### src/rtl/ce2i_pkg.sv
`timescale 1ns / 1ps
`default_nettype none
package ce2i_pkg;
    localparam int QBITS = 2;
    localparam int NMAX = 32;
    localparam int QMAX = 32;
    localparam int DMAX = 34;

    localparam logic MODE_3X3 = 1'b0;
    localparam logic MODE_2X2 = 1'b1;

    // One ratio in flight through the divider row
    typedef struct packed {
        logic [DMAX+QMAX-1:0] rem;
        logic [DMAX-1:0]      den;
        logic [QMAX-1:0]      quo;
        logic                 neg;
        logic                 zero;
    } div_t;
endpackage
`default_nettype wire

### src/rtl/ce2i_div_cell.sv
`timescale 1ns / 1ps
`default_nettype none
// One restoring-division step per cell, result bit taken at position BIT
module ce2i_div_cell #(
    parameter int BIT = 0
) (
    input  wire                 clk,
    input  wire                 en,
    input  ce2i_pkg::div_t      d_in,
    output ce2i_pkg::div_t      d_out
);
    localparam int W = ce2i_pkg::DMAX + ce2i_pkg::QMAX;

    ce2i_pkg::div_t cell_reg;
    ce2i_pkg::div_t cell_next;
    logic [W:0]     shifted;
    logic [W:0]     diff;

    // trial subtract of divisor aligned at BIT
    always_comb
    begin
        cell_next = d_in;
        shifted = {1'b0, W'(d_in.den)} << BIT;
        diff = {1'b0, d_in.rem} - shifted;
        if (!diff[W])
        begin
            cell_next.rem = diff[W-1:0];
            cell_next.quo[BIT] = 1'b1;
        end
    end

    always_ff @(posedge clk)
    begin
        if (en)
            cell_reg <= cell_next;
    end

    assign d_out = cell_reg;
endmodule
`default_nettype wire

### config.mk
export PLATFORM = sky130hd
export DESIGN_NAME = ce2i_div_cell
export DESIGN_NICKNAME = d
export VERILOG_FILES = /design/src/rtl/ce2i_pkg.sv /design/src/rtl/ce2i_div_cell.sv
export SDC_FILE = /design/constraint.sdc
export NUM_CORES = 1
export LEC_CHECK = 0
export BUFFER_PORTS_ARGS = -buffer_cell sky130_fd_sc_hd__clkbuf_2
export CAP_MARGIN = 20
export CORE_UTILIZATION = 35
export DETAILED_ROUTE_END_ITERATION = 16
export SETUP_SLACK_MARGIN = 0.05
export SLEW_MARGIN = 20
export SYNTH_ARGS = -nofsm -noshare
export SYNTH_HDL_FRONTEND = slang
export SYNTH_SLANG_ARGS = --single-unit
### constraint.sdc
create_clock -name clk -period 4.3 [get_ports clk]
set_input_delay 0.43 -clock clk [delete_from_list [all_inputs] [get_ports clk]]
set_output_delay 0.43 -clock clk [all_outputs]
set_load 0.005 [all_outputs]
==> results.yml <==
layout:
  drive_gt1_share_pct: 34.74
  syn_to_final_growth_pct: 32.45
  fill_cells: 1862
  largest_reg_flops: 134
  finalNetCount: 1079
  fin_util_pct: 47.76
  insertedDiodeCount: 0
logic_synthesis:
  synthArstFlopShare_pct: 0
  syn_inst: 629
  avgSynthCellArea_um2: 11.27
  ys.warnings.count: 0
  synth-seq-area-share_pct: 56.78
  synth_ff_type: "edfxtp_1"
  synth_seq_cells: 134
  synth_cell_types: 50
  synth_edf_count: 134
  synth.cell_area_um2: 7087
  synth_nets: 800
clock_network:
  htree_num_levels: 4
  cts_made_buffers: 17
  clock-root-buffer: "clkbuf_16"
  cts_resized: 0
  path_clk_slew_ns: 0.07
  clock-sinks: 134
  ctsHoldBuffers: 0
  cts_tree: "done"
  clock_path_buffers: 2
  cts_setup_buffers: 0
timing:
  drv_slew: 0
  hold_slack_ns: 0.1830
  rsz0062_at_grt: "no"
  setup_viol: 0
  max_slew_margin_pct: 52.89
  final_hold_viol_count: 0
  max_freq_ghz: 0.2892
  fin_crit_sh_pct: 80.42
  fin_setup_tns_ns: 0
  tightest_slew_ns: 0.7023
  fin_crit_ns: 3.458
grt:
  grt_pass1_vias: 5490
  grt_remaining_overflow: 0
  grt_pass1_wl_um: 29100
  grt_usage_pct: 18.66
  antenna_found_initial: 2
  grt_max_degree: 72
critical_path:
  cp.arrival_ns: 3.63
  crit_required_ns: 4.47
  critPathMaxFanout: 11
  end_kind: "flip-flop"
  start_kind: "input port"
  path_class: "in2reg"
power_and_ir_drop:
  switching_share_pct: 27.86
  power.internal_mw: 2.716
  p_switching_mw: 1.049
  comb_power_share_pct: 17.0
  leakagePower_nw: 3.926
  power_density_nw_per_um2: 401.1
  ir_drop_v: 0.0002548
  seqPwrFrac_pct: 43.4
  pwr-share-clk_pct: 39.5
detailed_routing:
  drc: 0
  vias: 5761
  drt_iter0_markers: 313
  wire_per_inst_um: 16.28
  antenna_left: 0
  via_per_inst: 4.858
  dr.pass1.iters: 5
  totalWireLength_um: 19300
run:
  max_cap_viol_count: 0
placement:
  hpwlAfterDp_um: 15100
  io_buffers: 269
  place_congestion: 0.8841
floorplan:
  io_pins: 270
  die_area_um2: 20820
  die_w_um: 144.3
  core-area_um2: 19650
  rows: 51
  die_h_um: 144.3
  initial_core_util_pct: 36.06
hold_path:
  min_path_type: "in2reg"
  hold_path_depth: 1
run_status:
  status: "complete, no violations"
## per-layer routing
metal / global-route usage [%] / part of all wire (%) / up-vias
met1: 22.82 / 43 / 2641
met3: 6.391 / 9.1 / 14
met2: 31.22 / 47 / 215
li1: - / - / 2889
met4: 4.820 / 1.0 / 2
met5: 0 / 0.078 / -
## cell usage in the layout (no fill, tap or decap), types with 3 or more instances in the layout
cell / instances
and2_1: 3
inv_6: 5
nor2_1: 27
o21a_1: 8
nand4_1: 12
o21ai_0: 53
nand3b_1: 3
o31ai_1: 5
mux2_2: 4
nand3_1: 25
a211oi_1: 4
xor2_1: 11
a21oi_1: 42
or4_1: 5
ha_1: 34
clkbuf_16: 17
clkbuf_2: 268
or3_1: 9
nand2_1: 68
nor4_1: 7
nor2b_1: 5
nor3_1: 15
nand2b_1: 7
inv_8: 6
xnor2_1: 49
a21o_1: 6
buf_4: 9
a31oi_1: 3
a21boi_0: 3
inv_1: 41
edfxtp_1: 134
## synth_stat cells, types with 2 or more instances
library cell  instances  area share (%)
or4_1                 5            0.53
nand4_1              12             1.1
o2111ai_1             2            0.25
nor4_1                7            0.62
nand3b_1              3            0.32
xnor2_1              49             6.1
a21boi_0              3            0.32
mux2i_1               2            0.28
nor2b_1               5            0.44
o31ai_1               5            0.53
o21a_1                8            0.85
a31oi_1               3            0.26
nand2b_1              7            0.62
nor3_1               16             1.1
a21o_1                6            0.64
nor2_1               27             1.4
or3_1                 9            0.79
edfxtp_1            134              57
clkbuf_1             13            0.69
o211ai_1              2            0.21
nand3_1              25             1.8
ha_1                 34             6.0
mux2_2                4            0.64
inv_1                41             2.2
o21bai_1              2            0.21
a21oi_1              42             3.0
xor2_1               11             1.4
o21ai_0              53             3.7
and2_1                3            0.26
buf_2                 5            0.35
a211oi_1              4            0.42
a2111oi_0             2            0.25
nand2_1              68             3.6
## cells by family (layout without fill, tap and decap cells)
logic type / after synthesis / in the layout / synth area share, %
compound gates: 142 / 142 / 12.09
buf+inv: 60 / 352 / 3.319
simple gates: 192 / 192 / 13.19
flops: 134 / 134 / 56.78
mux: 6 / 6 / 0.9180
fa+ha+maj: 35 / 35 / 6.285
xor+xnor: 60 / 60 / 7.415
## path summary, 6_finish.rpt
kind / startpoint / end / slack, ns
worst min-delay path: d_in[0] / d_out[0] / 0.18
worst max-delay path: d_in[67] / d_out[105] / 0.84
## cell type report
type,count,area (um^2),share of cell area [%]
well taps,265,331.6,3.532
repair buffers,279,1440,15.34
clock buffers,17,425.4,4.532
flip-flops and latches,134,4024,42.87
clock inverters,15,173.9,1.853
inverters,41,153.9,1.640
multi-input cells,435,2838,30.23
## critical path, stage by stage
cell and delay [ns]:
clkbuf_2 0.10, inv_1 0.04, ha_1 0.38, nand3_1 0.23, nor3_1 0.50, nand2_1 0.10
nor4b_1 0.55, a211oi_4 0.16, buf_4 0.23, a2111oi_0 0.52, o21ai_0 0.18, a22o_1 0.20
## power groups by stage
stage	Combinational, mW	Sequential, mW	Clock (mW)
floorplan	0.296	1.68	0
global placement	0.645	1.66	0
detailed placement	0.646	1.66	0
CTS	0.651	1.64	1.53
global route	0.719	1.65	1.59
finish	0.642	1.63	1.49
## per-stage QoR
| step | std cells | area [um^2] | power, mW | setup WS, ns |
|---|---|---|---|---|
| 2_1_floorplan | 629 | 7087 | 1.977 | 0.9192 |
| 3_3_place_gp | 1154 | 8787 | 2.306 | 0.6148 |
| 3_5_place_dp | 1154 | 8787 | 2.309 | 0.4459 |
| 4_1_cts | 1186 | 9387 | 3.816 | 0.8746 |
| 5_1_grt | 1186 | 9387 | 3.956 | 0.5532 |
| 6_report | 1186 | 9387 | 3.765 | 0.8419 |
Note: power is estimated with default switching activity, not from simulation.
