`src/rtl/ce2i_pkg.sv`:
```
`timescale 1ns / 1ps
`default_nettype none
package ce2i_pkg;
    localparam int QBITS = 2;
    localparam int NMAX = 32;
    localparam int QMAX = 32;
    localparam int DMAX = 34;

    localparam logic MODE_3X3 = 1'b0;
    localparam logic MODE_2X2 = 1'b1;

    // One ratio in flight through the divider row
    typedef struct packed {
        logic [DMAX+QMAX-1:0] rem;
        logic [DMAX-1:0]      den;
        logic [QMAX-1:0]      quo;
        logic                 neg;
        logic                 zero;
    } div_t;
endpackage
`default_nettype wire

```
`src/rtl/ce2i_front.sv`:
```
`timescale 1ns / 1ps
`default_nettype none
// Quadrant sums, corner pick and ratio operands, one registered stage
module ce2i_front #(
    parameter int PIXEL_BITS = 24,
    parameter int ETA_FRAC_BITS = 16
) (
    input  wire                              clk,
    input  wire                              en,
    input  wire                              mode,
    input  wire signed [9*PIXEL_BITS-1:0]    pix,
    output ce2i_pkg::div_t                   dx,
    output ce2i_pkg::div_t                   dy,
    output logic signed [PIXEL_BITS+1:0]     sum,
    output logic [1:0]                       corner
);
    localparam int SW = PIXEL_BITS + 2;
    localparam int DW = ce2i_pkg::DMAX;

    logic signed [SW-1:0] p [9];
    logic signed [SW-1:0] q [4];
    logic signed [SW-1:0] bsum;
    logic [1:0]           c;
    logic signed [SW-1:0] nx, ny, vx, vy;
    ce2i_pkg::div_t       dx_next, dy_next, dx_reg, dy_reg;
    logic signed [SW-1:0] sum_reg;
    logic [1:0]           corner_reg;

    function automatic ce2i_pkg::div_t mk(input logic signed [SW-1:0] n,
                                          input logic signed [SW-1:0] d);
        ce2i_pkg::div_t r;
        logic [SW-1:0]  mn, md;
        begin
            mn = n[SW-1] ? SW'(-n) : n;
            md = d[SW-1] ? SW'(-d) : d;
            r.rem = (ce2i_pkg::DMAX+ce2i_pkg::QMAX)'(mn) << ETA_FRAC_BITS;
            r.den = DW'(md);
            r.quo = '0;
            r.neg = n[SW-1] ^ d[SW-1];
            r.zero = (d == '0);
            mk = r;
        end
    endfunction

    always_comb
    begin
        for (int i = 0; i < 9; i++)
            p[i] = SW'(signed'(pix[i*PIXEL_BITS +: PIXEL_BITS]));
        q[0] = p[0] + p[1] + p[3] + p[4];
        q[1] = p[1] + p[2] + p[4] + p[5];
        q[2] = p[3] + p[4] + p[6] + p[7];
        q[3] = p[4] + p[5] + p[7] + p[8];
        c = 2'd0;
        bsum = q[0];
        for (int i = 1; i < 4; i++)
            if (q[i] > bsum)
            begin
                bsum = q[i];
                c = 2'(i);
            end
        if (mode == ce2i_pkg::MODE_2X2)
        begin
            c = 2'd0;
            bsum = p[0] + p[1] + p[2] + p[3];
            nx = p[1]; vx = p[0] + p[1];
            ny = p[2]; vy = p[0] + p[2];
        end
        else
        begin
            if (c[0]) begin nx = p[5]; vx = p[4] + p[5]; end
            else      begin nx = p[4]; vx = p[3] + p[4]; end
            if (c[1]) begin ny = p[7]; vy = p[7] + p[4]; end
            else      begin ny = p[4]; vy = p[1] + p[4]; end
        end
        dx_next = mk(nx, vx);
        dy_next = mk(ny, vy);
    end

    always_ff @(posedge clk)
    begin
        if (en)
        begin
            dx_reg <= dx_next;
            dy_reg <= dy_next;
            sum_reg <= bsum;
            corner_reg <= c;
        end
    end

    assign dx = dx_reg;
    assign dy = dy_reg;
    assign sum = sum_reg;
    assign corner = corner_reg;
endmodule
`default_nettype wire

```
`config.mk`:
```
export PLATFORM = sky130hd
export DESIGN_NAME = ce2i_front
export DESIGN_NICKNAME = d
export VERILOG_FILES = /design/src/rtl/ce2i_pkg.sv /design/src/rtl/ce2i_front.sv
export SDC_FILE = /design/constraint.sdc
export NUM_CORES = 1
export LEC_CHECK = 0
export BUFFER_PORTS_ARGS = -buffer_cell sky130_fd_sc_hd__clkbuf_2
export CORE_ASPECT_RATIO = 1.2
export CORE_MARGIN = 2
export CORE_UTILIZATION = 55
export DETAILED_ROUTE_END_ITERATION = 12
export PLACE_DENSITY = 0.84
export SLEW_MARGIN = 5
export SYNTH_ARGS = -nofsm -noshare
export SYNTH_HDL_FRONTEND = slang
export SYNTH_SLANG_ARGS = --single-unit
```
`constraint.sdc`:
```
create_clock -name clk -period 64.2 [get_ports clk]
set_input_delay 12.84 -clock clk [delete_from_list [all_inputs] [get_ports clk]]
set_output_delay 12.84 -clock clk [all_outputs]
set_load 0.1 [all_outputs]
```
==> results of run 1 <==
-- layer usage --
| metal | vias to the layer above | track usage, % | routed length [um] |
|---|---|---|---|
| li1 | 12143 | - | - |
| met1 | 12511 | 46.91 | 37430 |
| met2 | 1681 | 57.93 | 43340 |
| met3 | 346 | 9.725 | 11820 |
| met4 | 6 | 19.01 | 5602 |
| met5 | - | 0 | 36 |
-- cells by family after synthesis --
group,count (synthesis),share of synthesized area (%)
XOR/XNOR,293,9.370
adder cells (fa/ha/maj),472,25.88
flip-flops,136,14.91
AND/OR/NAND/NOR,801,14.02
other,1,0.01369
buffers and inverters,736,12.36
multiplexers,39,1.462
AO/OA/AOI/OAI,921,21.99
-- layout make-up --
type                    instances  area (sq um)
diodes                         15         37.54
clock buffers                  18         429.2
flip-flops and latches        136          4084
fillers                      4413         19430
well taps                     637         797.0
clock inverters                14         146.4
inverters                     482          1809
repair buffers                375          1942
multi-input cells            2692         20540
-- worst max-delay path by stage --
stage | slack [ps] | startpoint | end | depth (start not counted)
final | 31450 | pix[24] | dy[44] | 87
after global routing | 30130 | pix[24] | dy[57] | 85
after CTS | 31950 | pix[24] | dy[44] | 88
after detailed placement | 31480 | pix[24] | dy[53] | 88
after global placement | 31990 | pix[24] | dy[44] | 88
after floorplan | 34260 | pix[0] | dy[52] | 99
-- synth_stat cells, types with 9 or more instances --
| cell | instances |
|---|---|
| and3_1 | 37 |
| nor2_1 | 234 |
| nor2b_1 | 32 |
| clkbuf_1 | 65 |
| and2_1 | 23 |
| nand2_1 | 214 |
| inv_1 | 480 |
| a31oi_1 | 45 |
| buf_1 | 11 |
| xor2_1 | 102 |
| nor4_1 | 14 |
| a41oi_1 | 9 |
| nand2b_1 | 18 |
| a21oi_1 | 276 |
| o41ai_1 | 9 |
| o21ai_0 | 185 |
| fa_1 | 158 |
| a31o_2 | 9 |
| o311ai_0 | 9 |
| a21o_1 | 86 |
| o21a_1 | 35 |
| a211o_1 | 11 |
| a211oi_1 | 33 |
| nor3_1 | 72 |
| or3_1 | 17 |
| o211ai_1 | 23 |
| buf_4 | 160 |
| edfxtp_1 | 136 |
| o21bai_1 | 61 |
| xnor2_1 | 191 |
| nand3_1 | 44 |
| o31ai_1 | 19 |
| or4_1 | 9 |
| ha_1 | 312 |
| mux2i_1 | 34 |
| nand4_1 | 49 |
| buf_2 | 18 |
| a21boi_0 | 11 |
| a221oi_1 | 11 |
-- metrics by stage --
step	std cells	area, sq um	utilization (%)	hold slack, ps	setup slack, ps
finish	4369	29790	60.52	12860	31450
detailed placement	4322	29170	59.27	13320	31480
floorplan	3564	28010	-	12950	34260
CTS	4354	29750	60.44	12840	31950
global placement	4322	29170	59.27	13330	31990
global route	4367	29780	60.51	12900	30130
==> metrics.csv, run 1 <==
metric,value,unit
Final Setup Violations,0,
Ports,515,
Sinks on Clock Net,136,
GR Overflow Total,0,
first-pass GRT wire length,145.5,mm
CP startpoint kind,input port,
WL/cell,22.49,um
H-tree depth,4,
WS Path Type,input port to flip-flop,
"commonest non-fill, non-tap cells in the layout","inv_1, clkbuf_2, ha_1",
CTS tree,yes,
slew at the pin closest to its max-slew limit,1336,ps
fin crit share,51.01,%
Netlist cell types,99,
Async SR Flop Fraction,0,%
total track usage,36.97,%
CP most frequent cell,a21oi_1,
CP required,64410,ps
vias in the first global route,24989,
Area Overhead vs Synth,8.762,%
CP Max Fanout,63,
DRT Wirelength,98.24,mm
top cell type's share of synthesized area,14.91,%
"Avg Cell Area, Syn",8.058,sq um
via count,26687,
initial core utilization,55.64,%
RSZ-0062 raised after global routing,no,
"antenna viol nets, final",0,
Cells after Synth,3399,
max-slew violations,0,
Core Footprint,49220,sq um
cts repair resizes,0,
share of cells above drive strength 1,12.35,%
drt first-iter violations,2886,
HP Class,input port to flip-flop,
Mapped Area,27390,sq um
Crit. End Element,flip-flop,
Die H,248.4,um
"Slowest-stage cell, CP",o41ai_1,
"most common cell after layout, fill and taps aside",inv_1,
clock-pin slew reported for the worst setup and hold paths after clock tree synthesis,60,ps
Post-DP HPWL,82.78,mm
cell taking the most area after synthesis,edfxtp_1,
DRC Markers,0,
TNS Setup,0,ps
Hold Path End,dx[95],
overall die area,51600,sq um
placer congestion estimate,1.051,
cell family with most CP delay,compound AO/OA/AOI/OAI gates,
Core Rows,89,
Relative slew margins,10.27,%
CP peak stage delay,890,ps
Via density,6.108,
CTS Buf Count,17,
Most used DFF post-synth,edfxtp_1,
Die Width,207.7,um
initial antenna violation count,18,
register area share after synthesis,14.91,%
CTS Buffer Depth,2,
Fmax,30.53,MHz
outcome,"complete, no violations",
"EDFF count, synth",136,
clock period minus worst slack,32750,ps
hold_sp,pix[131],
Root Buffer,clkbuf_16,
"top cells by area, synth","edfxtp_1, ha_1, fa_1",
Syn. warnings,0,
CTS Hold Bufs,0,
worst path bufs/invs,7,
# Post-CTS Setup Buffers,0,
Worst EP arrival,32960,ps
largest net degree at the start of global routing,84,
# port buffers,354,
"FF+latch count, synth",136,
MaxCap Viol Count,0,
final hold viol count,0,
hold path depth,3,
Pre-Repair DR Iteration Count,8,
Final nets,4393,
Power of run 1 is not shown: default switching activity piles up to over one toggle a cycle in this logic, so the estimate is an artifact.
==> inputs of run 2 (changes only) <==
Clock period 64.2 ns to 33.5 ns, I/O delays scaled along.
==> run 2 against run 1 <==
Compared with the run above:
- final area is 0.18% lower
- die area is the same
- routed wire length fell by 0.38%
- sequential cell count unchanged
- via count down 0.89%
- first-iteration DRC count is 3.6% lower
- final cell count about the same
- non-clock buffer count shrank 1
- global-route usage down 0.067 points
- utilization fell by 0.11 points
- sequential share of layout area barely moved
==> metrics.csv, run 2 (synthesis gave the netlist of run 1 again) <==
metric,value,unit,change
Crit. End Element,flip-flop,,
initial antenna violation count,17,,-1
DRT Wirelength,97.86,mm,-0.38%
Via density,6.057,,-0.85%
Reg area,4084,sq um,unchanged
# Post-CTS Setup Buffers,0,,unchanged
RSZ-0062 raised after global routing,no,,
CP startpoint kind,input port,,
clock period minus worst slack,26720,ps,
MaxCap Viol Count,0,,unchanged
fin crit share,79.76,%,
WL/cell,22.41,um,-0.34%
CP required,33700,ps,-30710 ps
CP Max Fanout,63,,unchanged
total track usage,36.90,%,-0.067 points
Final nets,4392,,-0.023%
Die H,248.4,um,unchanged
TNS Setup,0,ps,unchanged
via count,26449,,-0.89%
H-tree depth,4,,unchanged
WS Path Type,input port to flip-flop,,
"most common cell after layout, fill and taps aside",inv_1,,
final hold viol count,0,,unchanged
Root Buffer,clkbuf_16,,
outcome,"complete, no violations",,
max-slew violations,0,,unchanged
area occupied by multi-input gates,20540,sq um,unchanged
Relative slew margins,9.386,%,-0.89 points
Core Rows,89,,unchanged
CTS tree,yes,,
Die Width,207.7,um,unchanged
GR Overflow Total,0,,unchanged
largest net degree at the start of global routing,96,,+14%
slew at the pin closest to its max-slew limit,1350,ps,+14.55 ps
overall die area,51600,sq um,unchanged
CTS Hold Bufs,0,,unchanged
Fillers,4506,,+2.1%
"Slowest-stage cell, CP",o41ai_1,,
"commonest non-fill, non-tap cells in the layout","inv_1, clkbuf_2, ha_1",,
vias in the first global route,25018,,+0.12%
Core Footprint,49220,sq um,unchanged
cts repair resizes,0,,unchanged
placer congestion estimate,1.048,,-0.31%
Post-DP HPWL,82.68,mm,-0.12%
Final Setup Violations,0,,unchanged
Sinks on Clock Net,136,,unchanged
CTS Buf Count,17,,unchanged
CP peak stage delay,930,ps,+40 ps
Fmax,37.42,MHz,
clock-pin slew reported for the worst setup and hold paths after clock tree synthesis,60,ps,about the same
Area Overhead vs Synth,8.562,%,
"antenna viol nets, final",0,,unchanged
share of cells above drive strength 1,12.30,%,-0.050 points
CP most frequent cell,a21oi_1,,
DRC Markers,0,,unchanged
Pre-Repair DR Iteration Count,7,,-1
HP Class,input port to flip-flop,,
Worst EP arrival,26920,ps,-6040 ps
drt first-iter violations,2782,,-3.6%
initial core utilization,55.64,%,unchanged
first-pass GRT wire length,145.4,mm,about the same
# port buffers,354,,unchanged
Ports,515,,unchanged
CTS Buffer Depth,2,,unchanged
run 2: changes by cell type in the layout (fill, tap and decap cells not counted):
cell	previous run	this run
clkinv_2	3	1
diode_2	15	14
buf_4	21	20
clkinv_1	1	2
bufinv_16	2	0
inv_6	4	3
clkinvlp_4	2	6
run 2: worst paths after layout:
path	startpoint	end	slack (ps)	depth (start not counted)
max	pix[24]	dy[44]	6780	87
min	pix[131]	dx[95]	6740	3
run 2: final cells by class:
cell class / instances / area share, %
well taps: 637 / 2.681
repair buffers: 374 / 6.506
multi-input cells: 2692 / 69.09
flip-flops and latches: 136 / 13.74
clock buffers: 18 / 1.443
inverters: 482 / 6.085
diodes: 14 / 0.1178
clock inverters: 14 / 0.3409
run 2: layer usage:
metal  part of all wire, %  vias up  wire length, um  GRT usage (%)
met5                 0.034        -               33              0
met4                   4.9        6             4822          16.92
met3                    12      275            11630          8.525
met2                    45     1651            43850          58.84
met1                    38    12373            37530          47.54
li1                      -    12144                -              -
run 2: through the flow:
step / util (%) / hold WS (ps) / setup WS (ps) / std cells / area (sq um)
5_1_grt: 60.40 / 6768 / 5425 / 4366 / 29730
3_5_place_dp: 59.26 / 7203 / 6906 / 4321 / 29170
6_report: 60.41 / 6738 / 6779 / 4367 / 29730
3_3_place_gp: 59.26 / 7193 / 7340 / 4321 / 29170
2_1_floorplan: - / 6813 / 9698 / 3564 / 28010
4_1_cts: 60.34 / 6715 / 7285 / 4353 / 29700
run 2: worst max-delay path: cells and delay by family:
| family | cells | cell delay [ps] |
|---|---|---|
| compound gates | 52 | 11820 |
| xor+xnor | 2 | 390 |
| fa+ha+maj | 8 | 2870 |
| buf+inv | 7 | 1790 |
| mux | 2 | 300 |
| simple gates | 16 | 2980 |
Power of run 2 is left out for the same reason.
